File: src/rtl/tods_pkg.sv
`timescale 1ns / 1ps
// Shared constants, request codes and types of the time-of-day clock.
package tods_pkg;

    // Depth of the queue between the front end and the back end.
    localparam int unsigned QUEUE_DEPTH = 4;

    // Request codes carried in the request's tuser.
    localparam logic [2:0] REQ_SET_CHECKED = 3'd0;
    localparam logic [2:0] REQ_SET_NORM    = 3'd1;
    localparam logic [2:0] REQ_TICK_FWD    = 3'd2;
    localparam logic [2:0] REQ_TICK_BACK   = 3'd3;
    localparam logic [2:0] REQ_MOVE        = 3'd4;
    localparam logic [2:0] REQ_DIFF        = 3'd5;

    // Day arithmetic.
    localparam logic [16:0] DAY_SECONDS    = 17'd86400;
    localparam logic [16:0] LAST_SECOND    = 17'd86399;
    localparam logic [28:0] HOUR_SECONDS   = 29'd3600;
    localparam logic [22:0] MINUTE_SECONDS = 23'd60;
    localparam logic signed [15:0] MAX_HOUR   = 16'sd23;
    localparam logic signed [15:0] MAX_MINUTE = 16'sd59;

    // A multiple of a day that lifts any 32-bit signed value above zero.
    localparam logic [32:0] DAY_BIAS = 33'd2147558400;

    // A day is 128 * 675 seconds; the odd factor is reduced by reciprocal.
    localparam logic [9:0]  DAY_ODD    = 10'd675;
    localparam logic [26:0] RECIP_675  = 27'd101806632;  // floor(2^36 / 675)
    localparam int unsigned RECIP_675_SHIFT = 36;

    // Reciprocals for splitting a second count below one day.
    localparam logic [15:0] RECIP_3600 = 16'd37283;      // ceil(2^27 / 3600)
    localparam logic [18:0] RECIP_60   = 19'd279621;     // ceil(2^24 / 60)

    // One classified request handed from the front end to the back end.
    typedef struct packed {
        logic [2:0]  req;
        logic [16:0] operand;   // given time or offset, reduced into one day
        logic        bad;       // checked set or difference with an invalid time
    } tods_op_t;

    // Queue fill status seen by both ends.
    typedef struct packed {
        logic full;
        logic empty;
    } tods_qstat_t;

endpackage

File: src/rtl/time_of_day_seconds_clock.sv
`timescale 1ns / 1ps
// Top level of the time-of-day clock kept as seconds since midnight.
//
//   Channel   Direction  tdata                                      tuser
//   s_axis    in         hours, minutes, seconds, offset (80 bits)  request code (3 bits)
//   m_axis    out        hours, minutes, seconds, difference (40)   status (1 bit)
//
// One request is accepted and one result leaves per cycle when the sink is ready. The rate
// is set by the back end, which reads and rewrites the seconds counter once per queued
// request.
// Reset (aresetn low at a clock edge) empties every stage and the queue and sets the clock
// to midnight. A stalled sink freezes the back end; the queue absorbs the front end until
// it fills, and only then does s_axis_tready fall.
module time_of_day_seconds_clock import tods_pkg::*; #(
    parameter int unsigned QDEPTH = QUEUE_DEPTH
) (
    input  logic        aclk,
    input  logic        aresetn,
    input  logic        s_axis_tvalid,
    output logic        s_axis_tready,
    input  logic [79:0] s_axis_tdata,   // hours_in, minutes_in, seconds_in, offset_seconds
    input  logic [2:0]  s_axis_tuser,   // req_type
    output logic        m_axis_tvalid,
    input  logic        m_axis_tready,
    output logic [39:0] m_axis_tdata,   // hours_out, minutes_out, seconds_out, difference, zero pad
    output logic        m_axis_tuser    // status
);

    tods_qstat_t        qstat;
    tods_op_t           push_entry;
    tods_op_t           head;
    logic               push;
    logic               pop;
    logic [4:0]         hours_out;
    logic [5:0]         minutes_out;
    logic [5:0]         seconds_out;
    logic signed [17:0] difference;

    tods_front u_front (
        .aclk           (aclk),
        .aresetn        (aresetn),
        .in_valid       (s_axis_tvalid),
        .in_ready       (s_axis_tready),
        .req_type       (s_axis_tuser),
        .hours_in       ($signed(s_axis_tdata[15:0])),
        .minutes_in     ($signed(s_axis_tdata[31:16])),
        .seconds_in     ($signed(s_axis_tdata[47:32])),
        .offset_seconds ($signed(s_axis_tdata[79:48])),
        .qstat          (qstat),
        .push           (push),
        .push_entry     (push_entry)
    );

    tods_queue #(
        .DEPTH (QDEPTH)
    ) u_queue (
        .aclk       (aclk),
        .aresetn    (aresetn),
        .push       (push),
        .push_entry (push_entry),
        .pop        (pop),
        .head       (head),
        .qstat      (qstat)
    );

    tods_back u_back (
        .aclk        (aclk),
        .aresetn     (aresetn),
        .qstat       (qstat),
        .head        (head),
        .pop         (pop),
        .out_valid   (m_axis_tvalid),
        .out_ready   (m_axis_tready),
        .hours_out   (hours_out),
        .minutes_out (minutes_out),
        .seconds_out (seconds_out),
        .difference  (difference),
        .status      (m_axis_tuser)
    );

    // Result fields packed from the lowest bit up, padded to whole bytes.
    assign m_axis_tdata = {5'b0, difference, seconds_out, minutes_out, hours_out};

endmodule

File: src/rtl/tods_front.sv
`timescale 1ns / 1ps
// Front end: checks each request and reduces its time or offset into one day.
module tods_front import tods_pkg::*; (
    input  logic               aclk,
    input  logic               aresetn,
    input  logic               in_valid,
    output logic               in_ready,
    input  logic [2:0]         req_type,
    input  logic signed [15:0] hours_in,
    input  logic signed [15:0] minutes_in,
    input  logic signed [15:0] seconds_in,
    input  logic signed [31:0] offset_seconds,
    input  tods_qstat_t        qstat,
    output logic               push,
    output tods_op_t           push_entry
);

    logic [3:0]         stage_valid_reg, stage_valid_next;
    logic               adv;

    logic [2:0]         f1_req_reg, f2_req_reg, f3_req_reg;
    logic               f1_bad_reg, f2_bad_reg, f3_bad_reg;
    logic signed [28:0] f1_hprod_reg, f1_hprod_next;
    logic signed [22:0] f1_mprod_reg, f1_mprod_next;
    logic signed [15:0] f1_sec_reg;
    logic signed [31:0] f1_off_reg;
    logic               f1_bad_next;
    logic               time_ok;

    logic [32:0]        f2_u_reg, f2_u_next;
    logic [32:0]        given_ext;

    logic [52:0]        quot_prod;
    logic [16:0]        f3_q_reg, f3_q_next;
    logic [25:0]        f3_x_reg;
    logic [6:0]         f3_low_reg;

    logic [25:0]        q_times_odd;
    logic [25:0]        rem_wide;
    logic [10:0]        rem_raw;
    logic [10:0]        rem_fold;
    tods_op_t           f4_entry_reg, f4_entry_next;

    // The whole front pipeline moves unless its last entry waits on a full queue.
    assign adv              = !stage_valid_reg[3] || !qstat.full;
    assign in_ready         = adv;
    assign push             = stage_valid_reg[3] && !qstat.full;
    assign push_entry       = f4_entry_reg;
    assign stage_valid_next = {stage_valid_reg[2:0], in_valid};

    always_ff @(posedge aclk) begin
        if (!aresetn) begin
            stage_valid_reg <= '0;
        end else if (adv) begin
            stage_valid_reg <= stage_valid_next;
        end
    end

    // Stage one: range check and the scaled hour and minute terms.
    always_comb begin
        time_ok = (hours_in inside {[16'sd0 : MAX_HOUR]}) &&
                  (minutes_in inside {[16'sd0 : MAX_MINUTE]}) &&
                  (seconds_in inside {[16'sd0 : MAX_MINUTE]});
        f1_bad_next   = !time_ok && (req_type inside {REQ_SET_CHECKED, REQ_DIFF});
        f1_hprod_next = 29'(hours_in) * $signed(HOUR_SECONDS);
        f1_mprod_next = 23'(minutes_in) * $signed(MINUTE_SECONDS);
    end

    // Stage two: the signed value to reduce, lifted above zero by a whole number of days.
    always_comb begin
        given_ext = 33'(f1_hprod_reg) + 33'(f1_mprod_reg) + 33'(f1_sec_reg);
        if (f1_req_reg == REQ_MOVE) begin
            f2_u_next = 33'(f1_off_reg) + DAY_BIAS;
        end else begin
            f2_u_next = given_ext + DAY_BIAS;
        end
    end

    // Stage three: estimate the quotient of the upper bits by the odd day factor.
    always_comb begin
        quot_prod = 53'(f2_u_reg[32:7]) * 53'(RECIP_675);
        f3_q_next = quot_prod[52:RECIP_675_SHIFT];
    end

    // Stage four: remainder, corrected once because the estimate is at most one low.
    always_comb begin
        q_times_odd = 26'(f3_q_reg) * 26'(DAY_ODD);
        rem_wide    = f3_x_reg - q_times_odd;
        rem_raw     = rem_wide[10:0];
        rem_fold    = (rem_raw >= 11'(DAY_ODD)) ? (rem_raw - 11'(DAY_ODD)) : rem_raw;
        f4_entry_next.req     = f3_req_reg;
        f4_entry_next.bad     = f3_bad_reg;
        f4_entry_next.operand = {rem_fold[9:0], f3_low_reg};
    end

    always_ff @(posedge aclk) begin
        if (adv) begin
            f1_req_reg   <= req_type;
            f1_bad_reg   <= f1_bad_next;
            f1_hprod_reg <= f1_hprod_next;
            f1_mprod_reg <= f1_mprod_next;
            f1_sec_reg   <= seconds_in;
            f1_off_reg   <= offset_seconds;

            f2_req_reg   <= f1_req_reg;
            f2_bad_reg   <= f1_bad_reg;
            f2_u_reg     <= f2_u_next;

            f3_req_reg   <= f2_req_reg;
            f3_bad_reg   <= f2_bad_reg;
            f3_q_reg     <= f3_q_next;
            f3_x_reg     <= f2_u_reg[32:7];
            f3_low_reg   <= f2_u_reg[6:0];

            f4_entry_reg <= f4_entry_next;
        end
    end

endmodule

File: src/rtl/tods_queue.sv
`timescale 1ns / 1ps
// Short queue of classified requests between the front end and the back end.
module tods_queue import tods_pkg::*; #(
    parameter int unsigned DEPTH = QUEUE_DEPTH
) (
    input  logic        aclk,
    input  logic        aresetn,
    input  logic        push,
    input  tods_op_t    push_entry,
    input  logic        pop,
    output tods_op_t    head,
    output tods_qstat_t qstat
);

    localparam int unsigned PTR_W = $clog2(DEPTH);
    localparam int unsigned CNT_W = $clog2(DEPTH + 1);

    tods_op_t           slots_reg [DEPTH];
    logic [PTR_W-1:0]   wr_ptr_reg, wr_ptr_next;
    logic [PTR_W-1:0]   rd_ptr_reg, rd_ptr_next;
    logic [CNT_W-1:0]   cnt_reg, cnt_next;

    assign head        = slots_reg[rd_ptr_reg];
    assign qstat.full  = (cnt_reg == CNT_W'(DEPTH));
    assign qstat.empty = (cnt_reg == '0);

    // Pointers wrap at the depth, which need not be a power of two.
    always_comb begin
        wr_ptr_next = wr_ptr_reg;
        rd_ptr_next = rd_ptr_reg;
        cnt_next    = cnt_reg;
        if (push) begin
            wr_ptr_next = (wr_ptr_reg == PTR_W'(DEPTH - 1)) ? '0 : wr_ptr_reg + 1'b1;
        end
        if (pop) begin
            rd_ptr_next = (rd_ptr_reg == PTR_W'(DEPTH - 1)) ? '0 : rd_ptr_reg + 1'b1;
        end
        if (push && !pop) begin
            cnt_next = cnt_reg + 1'b1;
        end else if (pop && !push) begin
            cnt_next = cnt_reg - 1'b1;
        end
    end

    always_ff @(posedge aclk) begin
        if (!aresetn) begin
            wr_ptr_reg <= '0;
            rd_ptr_reg <= '0;
            cnt_reg    <= '0;
        end else begin
            wr_ptr_reg <= wr_ptr_next;
            rd_ptr_reg <= rd_ptr_next;
            cnt_reg    <= cnt_next;
        end
    end

    always_ff @(posedge aclk) begin
        if (push) begin
            slots_reg[wr_ptr_reg] <= push_entry;
        end
    end

endmodule

File: src/rtl/tods_back.sv
`timescale 1ns / 1ps
// Back end: updates the seconds counter and splits it into hours, minutes, seconds.
module tods_back import tods_pkg::*; (
    input  logic               aclk,
    input  logic               aresetn,
    input  tods_qstat_t        qstat,
    input  tods_op_t           head,
    output logic               pop,
    output logic               out_valid,
    input  logic               out_ready,
    output logic [4:0]         hours_out,
    output logic [5:0]         minutes_out,
    output logic [5:0]         seconds_out,
    output logic signed [17:0] difference,
    output logic               status
);

    logic [2:0]         stage_valid_reg, stage_valid_next;
    logic               adv;

    logic [16:0]        sod_reg, sod_next;
    logic [17:0]        move_sum;
    logic signed [17:0] diff_next;

    logic [16:0]        r_sod_reg;
    logic signed [17:0] r_diff_reg, c_diff_reg, o_diff_reg;
    logic               r_status_reg, c_status_reg, o_status_reg;

    logic [33:0]        hour_prod;
    logic [35:0]        min_prod;
    logic [16:0]        c_sod_reg;
    logic [4:0]         c_hours_reg, c_hours_next;
    logic [10:0]        c_tmin_reg, c_tmin_next;

    logic [16:0]        sec_wide;
    logic [10:0]        min_wide;
    logic [4:0]         o_hours_reg;
    logic [5:0]         o_minutes_reg, o_minutes_next;
    logic [5:0]         o_seconds_reg, o_seconds_next;

    // All back stages move together; the counter updates on every pop.
    assign adv              = !stage_valid_reg[2] || out_ready;
    assign pop              = !qstat.empty && adv;
    assign stage_valid_next = {stage_valid_reg[1:0], pop};

    always_ff @(posedge aclk) begin
        if (!aresetn) begin
            stage_valid_reg <= '0;
        end else if (adv) begin
            stage_valid_reg <= stage_valid_next;
        end
    end

    // Next counter value and the difference for the request at the queue head.
    always_comb begin
        sod_next  = sod_reg;
        diff_next = '0;
        move_sum  = 18'(sod_reg) + 18'(head.operand);
        case (head.req)
            REQ_SET_CHECKED: begin
                if (!head.bad) begin
                    sod_next = head.operand;
                end
            end
            REQ_SET_NORM: begin
                sod_next = head.operand;
            end
            REQ_TICK_FWD: begin
                sod_next = (sod_reg == LAST_SECOND) ? '0 : sod_reg + 17'd1;
            end
            REQ_TICK_BACK: begin
                sod_next = (sod_reg == '0) ? LAST_SECOND : sod_reg - 17'd1;
            end
            REQ_MOVE: begin
                sod_next = (move_sum >= 18'(DAY_SECONDS)) ?
                           17'(move_sum - 18'(DAY_SECONDS)) : move_sum[16:0];
            end
            REQ_DIFF: begin
                if (!head.bad) begin
                    diff_next = $signed(18'(sod_reg) - 18'(head.operand));
                end
            end
            default: begin
            end
        endcase
    end

    always_ff @(posedge aclk) begin
        if (!aresetn) begin
            sod_reg <= '0;
        end else if (pop) begin
            sod_reg <= sod_next;
        end
    end

    // Whole hours and whole minutes of the day by reciprocal multiplication.
    always_comb begin
        hour_prod    = 34'(r_sod_reg) * 34'(RECIP_3600);
        min_prod     = 36'(r_sod_reg) * 36'(RECIP_60);
        c_hours_next = hour_prod[31:27];
        c_tmin_next  = min_prod[34:24];
    end

    // Remainders give the minute of the hour and the second of the minute.
    always_comb begin
        sec_wide       = c_sod_reg - 17'(c_tmin_reg) * 17'd60;
        min_wide       = c_tmin_reg - 11'(c_hours_reg) * 11'd60;
        o_seconds_next = sec_wide[5:0];
        o_minutes_next = min_wide[5:0];
    end

    always_ff @(posedge aclk) begin
        if (adv) begin
            r_sod_reg     <= sod_next;
            r_diff_reg    <= diff_next;
            r_status_reg  <= head.bad;

            c_sod_reg     <= r_sod_reg;
            c_hours_reg   <= c_hours_next;
            c_tmin_reg    <= c_tmin_next;
            c_diff_reg    <= r_diff_reg;
            c_status_reg  <= r_status_reg;

            o_hours_reg   <= c_hours_reg;
            o_minutes_reg <= o_minutes_next;
            o_seconds_reg <= o_seconds_next;
            o_diff_reg    <= c_diff_reg;
            o_status_reg  <= c_status_reg;
        end
    end

    assign out_valid   = stage_valid_reg[2];
    assign hours_out   = o_hours_reg;
    assign minutes_out = o_minutes_reg;
    assign seconds_out = o_seconds_reg;
    assign difference  = o_diff_reg;
    assign status      = o_status_reg;

endmodule

File: config.mk
export PLATFORM = sky130hd
export DESIGN_NAME = time_of_day_seconds_clock
export DESIGN_NICKNAME = d
export VERILOG_FILES = /design/src/rtl/tods_pkg.sv /design/src/rtl/time_of_day_seconds_clock.sv /design/src/rtl/tods_front.sv /design/src/rtl/tods_queue.sv /design/src/rtl/tods_back.sv
export SDC_FILE = /design/constraint.sdc
export NUM_CORES = 2
export LEC_CHECK = 0
export BUFFER_PORTS_ARGS = -buffer_cell sky130_fd_sc_hd__buf_2
export CELL_PAD_IN_SITES_DETAIL_PLACEMENT = 1
export CELL_PAD_IN_SITES_GLOBAL_PLACEMENT = 2
export CORE_AREA = 2 2 301 303
export CTS_BUF_LIST = sky130_fd_sc_hd__clkbuf_8
export CTS_CLUSTER_DIAMETER = 100
export DETAILED_ROUTE_END_ITERATION = 16
export DIE_AREA = 0 0 303 305
export PLACE_DENSITY = 0.82
export SLEW_MARGIN = 20
export SYNTH_ARGS = -nofsm -noshare
export SYNTH_HDL_FRONTEND = slang
export SYNTH_SLANG_ARGS = --single-unit
File: constraint.sdc
create_clock -name aclk -period 12.5 [get_ports aclk]
set_clock_uncertainty 0.15 [all_clocks]
set_input_delay 1.875 -clock aclk [delete_from_list [all_inputs] [get_ports aclk]]
set_output_delay 1.875 -clock aclk [all_outputs]
set_load 0.02 [all_outputs]
==> metrics.txt <==
# TYPE chip_impl_metric gauge
chip_impl_metric{name="synthesis.yosys.warnings",unit=""} 0
chip_impl_info{name="cp_cell_sequence",value="fa_1, ha_1, inv_1, fa_1, fa_1, fa_1, inv_1, fa_1, inv_1, fa_1, inv_1, ha_1, nand3_1, o221ai_1, or4_1, a41o_1, nand3_1, nand2_1, o41ai_2, o21ai_0, or2_2, a21oi_1, xnor2_1"} 1
chip_impl_metric{name="core",unit="sq mm"} 0.0893
chip_impl_metric{name="worst-endpoint-required",unit="ns"} 12.77
chip_impl_metric{name="ioPinCount",unit=""} 130
chip_impl_metric{name="drc_errors",unit=""} 18
chip_impl_info{name="worstReg2RegEnd",value="u_front.f3_q_reg[9]"} 1
chip_impl_metric{name="min_period_over_period",unit="%"} 57.9
chip_impl_metric{name="fp.dieW",unit="um"} 303
chip_impl_metric{name="largest_register_ffs",unit=""} 84
chip_impl_info{name="hp-class",value="reg -> reg"} 1
chip_impl_info{name="setup.worst_path.end_class",value="flip-flop"} 1
chip_impl_metric{name="gp_congestion",unit=""} 0.859
chip_impl_info{name="critical-path-top-delay-family",value="adder cells"} 1
chip_impl_metric{name="crit_arrival",unit="ns"} 7.51
chip_impl_metric{name="post_layout_nonfiller_instances",unit=""} 4960
chip_impl_metric{name="cp_slowest_stage_delay",unit="ns"} 0.67
chip_impl_metric{name="syn2layout_area_growth",unit="%"} 8.60
chip_impl_metric{name="first_iter_violations",unit=""} 874
chip_impl_metric{name="design.final.nets",unit=""} 4897
chip_impl_metric{name="r2r_cells",unit=""} 23
chip_impl_metric{name="ys_ff_latch",unit=""} 414
chip_impl_metric{name="fin_tns_setup",unit="ns"} 0
chip_impl_info{name="yosys.area.top_type",value="edfxtp_1"} 1
chip_impl_metric{name="die_y",unit="um"} 305
chip_impl_metric{name="critical_path_peak_fanout",unit=""} 11
chip_impl_info{name="timing.critical_path.mode_cell",value="fa_1"} 1
chip_impl_info{name="worst-setup-path-type",value="reg -> reg"} 1
chip_impl_info{name="min_delay_worst_endpoint",value="u_back.difference[3]"} 1
chip_impl_metric{name="count_of_fill_cells_added_during_filler_insertion",unit=""} 9735
chip_impl_metric{name="maxSlewHeadroom",unit="%"} 33.0
chip_impl_metric{name="hold_path_depth",unit=""} 0
chip_impl_metric{name="synthArstFlopShare",unit="%"} 0
chip_impl_metric{name="drt-met1-wl",unit="mm"} 40.5
chip_impl_metric{name="grt_antenna_before_repair",unit=""} 1
chip_impl_metric{name="slew_viol_final",unit=""} 0
chip_impl_info{name="cts_tree",value="done"} 1
chip_impl_metric{name="grt_first_pass_wirelength",unit="mm"} 153
chip_impl_info{name="synth_most_common_cell",value="ha_1"} 1
chip_impl_info{name="crit_slowest_cell",value="edfxtp_1"} 1
chip_impl_metric{name="yosys.area.top_type_share",unit="%"} 28.7
chip_impl_metric{name="cts_h_tree_depth",unit=""} 3
chip_impl_info{name="synth_top_cells_by_area",value="edfxtp_1 29%, ha_1 23%, fa_1 18%"} 1
chip_impl_metric{name="highest_clock_rate",unit="MHz"} 138
chip_impl_metric{name="drt_total_wl",unit="mm"} 93.5
chip_impl_metric{name="final.min_clock_period",unit="ns"} 7.24
chip_impl_info{name="rsz0062_at_grt",value="no"} 1
chip_impl_metric{name="routed_wire_length_per_instance",unit="um"} 18.9
chip_impl_info{name="synth_commonest_cells",value="733 x ha_1, 692 x inv_1, 381 x edfxtp_1"} 1
chip_impl_metric{name="clock_sinks",unit=""} 414
chip_impl_metric{name="cap_viol_max_count",unit=""} 0
chip_impl_metric{name="hold_buffers",unit=""} 0
chip_impl_metric{name="placed_cells_incl_taps",unit=""} 4820
chip_impl_metric{name="cts_buffer_depth",unit=""} 3
chip_impl_info{name="reg2reg_start",value="u_front.f2_u_reg[15]"} 1
chip_impl_info{name="run_status",value="finished, violations left"} 1
chip_impl_metric{name="antenna_violating_nets_left",unit=""} 0
chip_impl_info{name="category_of_the_worst_setup_path_launch_point",value="flip-flop"} 1
chip_impl_metric{name="synth_sequential_area_ratio",unit="%"} 30.3
chip_impl_info{name="synthFlopType",value="edfxtp_1"} 1
chip_impl_metric{name="syn_avg_cell_area",unit="sq um"} 11.2
chip_impl_metric{name="grt-ovfl-total",unit=""} 0
chip_impl_metric{name="num_vias",unit=""} 26000
chip_impl_info{name="hold_path.startpoint",value="u_back.c_diff_reg[3]"} 1
chip_impl_metric{name="worst_skew_pair.late_latency",unit="ns"} 0.69
chip_impl_metric{name="synthesis.instances",unit=""} 3560
chip_impl_info{name="highest_layer",value="met4"} 1
chip_impl_metric{name="cts_inserted_buffers",unit=""} 76
chip_impl_metric{name="detailedPlacementHpwl",unit="mm"} 76.4
chip_impl_metric{name="cts.repair_timing.setup_buffer_count",unit=""} 0
chip_impl_metric{name="met2_wire_len",unit="mm"} 48.3
chip_impl_metric{name="setup_violating_endpoint_count_in_the_final_report",unit=""} 0
chip_impl_metric{name="post_cts.resized_instances",unit=""} 0
chip_impl_metric{name="final_layout_size_suffix_gt1_share",unit="%"} 8.78
chip_impl_info{name="clk_root_buffer_cell",value="clkbuf_8"} 1
chip_impl_metric{name="wl_met3",unit="mm"} 2.55
chip_impl_info{name="violated_checks",value="design-rule violations"} 1
chip_impl_metric{name="critical_path.n_buffers_inverters",unit=""} 4
chip_impl_metric{name="clk_pin_slew_worst_paths",unit="ns"} 0.06
chip_impl_metric{name="timing_hold_violations_final",unit=""} 0
chip_impl_metric{name="r2r_setup_slack",unit="ns"} 5.26
chip_impl_metric{name="rows",unit=""} 110
chip_impl_metric{name="synth_edf_count",unit=""} 381
chip_impl_metric{name="first_global_vias",unit=""} 28700
chip_impl_metric{name="die-area",unit="sq mm"} 0.0924
chip_impl_metric{name="max_slew.worst_pin.slew",unit="ns"} 1.00
chip_impl_metric{name="groute.usage.overall",unit="%"} 20.9
chip_impl_metric{name="syn-cell-area",unit="sq mm"} 0.0399
chip_impl_metric{name="io_buffers",unit=""} 124
chip_impl_metric{name="post_synth_num_cell_types",unit=""} 109
chip_impl_metric{name="initial_utilization",unit="%"} 44.7
chip_impl_metric{name="pin_count_of_the_biggest_net_entering_global_routing",unit=""} 77
chip_impl_metric{name="vias_per_cell",unit=""} 5.24
chip_impl_metric{name="firstDrtPassIters",unit=""} 13
==> layout by cell type, fill, tap and decap left out, types with 20 or more instances in the layout <==
cell type	instances
nand3_1	51
nor3_1	64
nand2_1	127
ha_1	733
nand4_1	20
o21ai_0	85
a21oi_1	135
buf_2	124
dfxtp_1	33
inv_1	717
a21o_1	34
nand2b_1	22
xor2_1	44
clkbuf_8	79
xnor2_1	123
nor2_1	155
mux4_2	21
fa_1	355
nor2b_1	30
and3_1	30
edfxtp_1	381
==> stage by stage <==
stage	worst slack [ns]	cell area [sq um]	hold WS [ns]	util, %
2_1_floorplan	5.73	39900	0.250	-
3_3_place_gp	5.30	41900	0.250	46.9
3_5_place_dp	5.22	41900	0.255	46.9
4_1_cts	5.19	43300	0.252	48.5
5_1_grt	4.82	43300	0.261	48.5
6_report	5.26	43300	0.264	48.5
==> final cells by class <==
type / instances / area [sq um] / share of cell area, %
diodes: 2 / 5.00 / 0.0116
flip-flops and latches: 414 / 12100 / 27.9
inverters: 694 / 2620 / 6.04
multi-input cells: 2395 / 24900 / 57.6
well taps: 1176 / 1470 / 3.40
clock inverters: 59 / 363 / 0.837
repair buffers: 141 / 748 / 1.73
clock buffers: 79 / 1090 / 2.51
==> cells by family (layout without fill, tap and decap cells) <==
family	count (synthesis)	count (layout)	share of synthesized area, %
fa+ha+maj	1088	1088	40.8
buf+inv	755	973	7.23
simple gates	619	619	7.91
compound gates	478	478	8.37
flops	414	414	30.3
xor+xnor	168	168	3.74
mux	37	37	1.61
other cells	1	7	0.00940
==> how the worst max path moves through the flow <==
stage	end	startpoint	slack (ns)	cells past startpoint
after floorplan	u_front.f3_q_reg[9]	u_front.f2_u_reg[13]	5.73	23
after global placement	u_front.f3_q_reg[9]	u_front.f2_u_reg[15]	5.30	23
after detailed placement	u_front.f3_q_reg[9]	u_front.f2_u_reg[13]	5.22	23
after CTS	u_front.f3_q_reg[9]	u_front.f2_u_reg[13]	5.19	23
after global routing	u_front.f3_q_reg[9]	u_front.f2_u_reg[20]	4.82	23
final	u_front.f3_q_reg[9]	u_front.f2_u_reg[15]	5.26	23
==> per-layer routing <==
layer  global-route usage (%)  up-vias
met5                        0        -
met2                     38.0      321
li1                         -    12500
met1                     26.1    13000
met4                     5.51        0
met3                     2.39      134
==> worst reg2reg max path, cell delays in order, from the launching register on <==
cell and delay [ns]:
edfxtp_1 0.67, fa_1 0.48, ha_1 0.28, inv_1 0.06, fa_1 0.57, fa_1 0.44, fa_1 0.50, inv_1 0.06
fa_1 0.52, inv_1 0.05, fa_1 0.52, inv_1 0.04, ha_1 0.30, nand3_1 0.10, o221ai_1 0.17, or4_1 0.50
a41o_1 0.24, nand3_1 0.07, nand2_1 0.10, o41ai_2 0.35, o21ai_0 0.21, or2_2 0.33, a21oi_1 0.19, xnor2_1 0.08
Power is left out: the tool's default activity adds up to more than one toggle a clock period on the data nets, which glitch-free logic cannot reach.
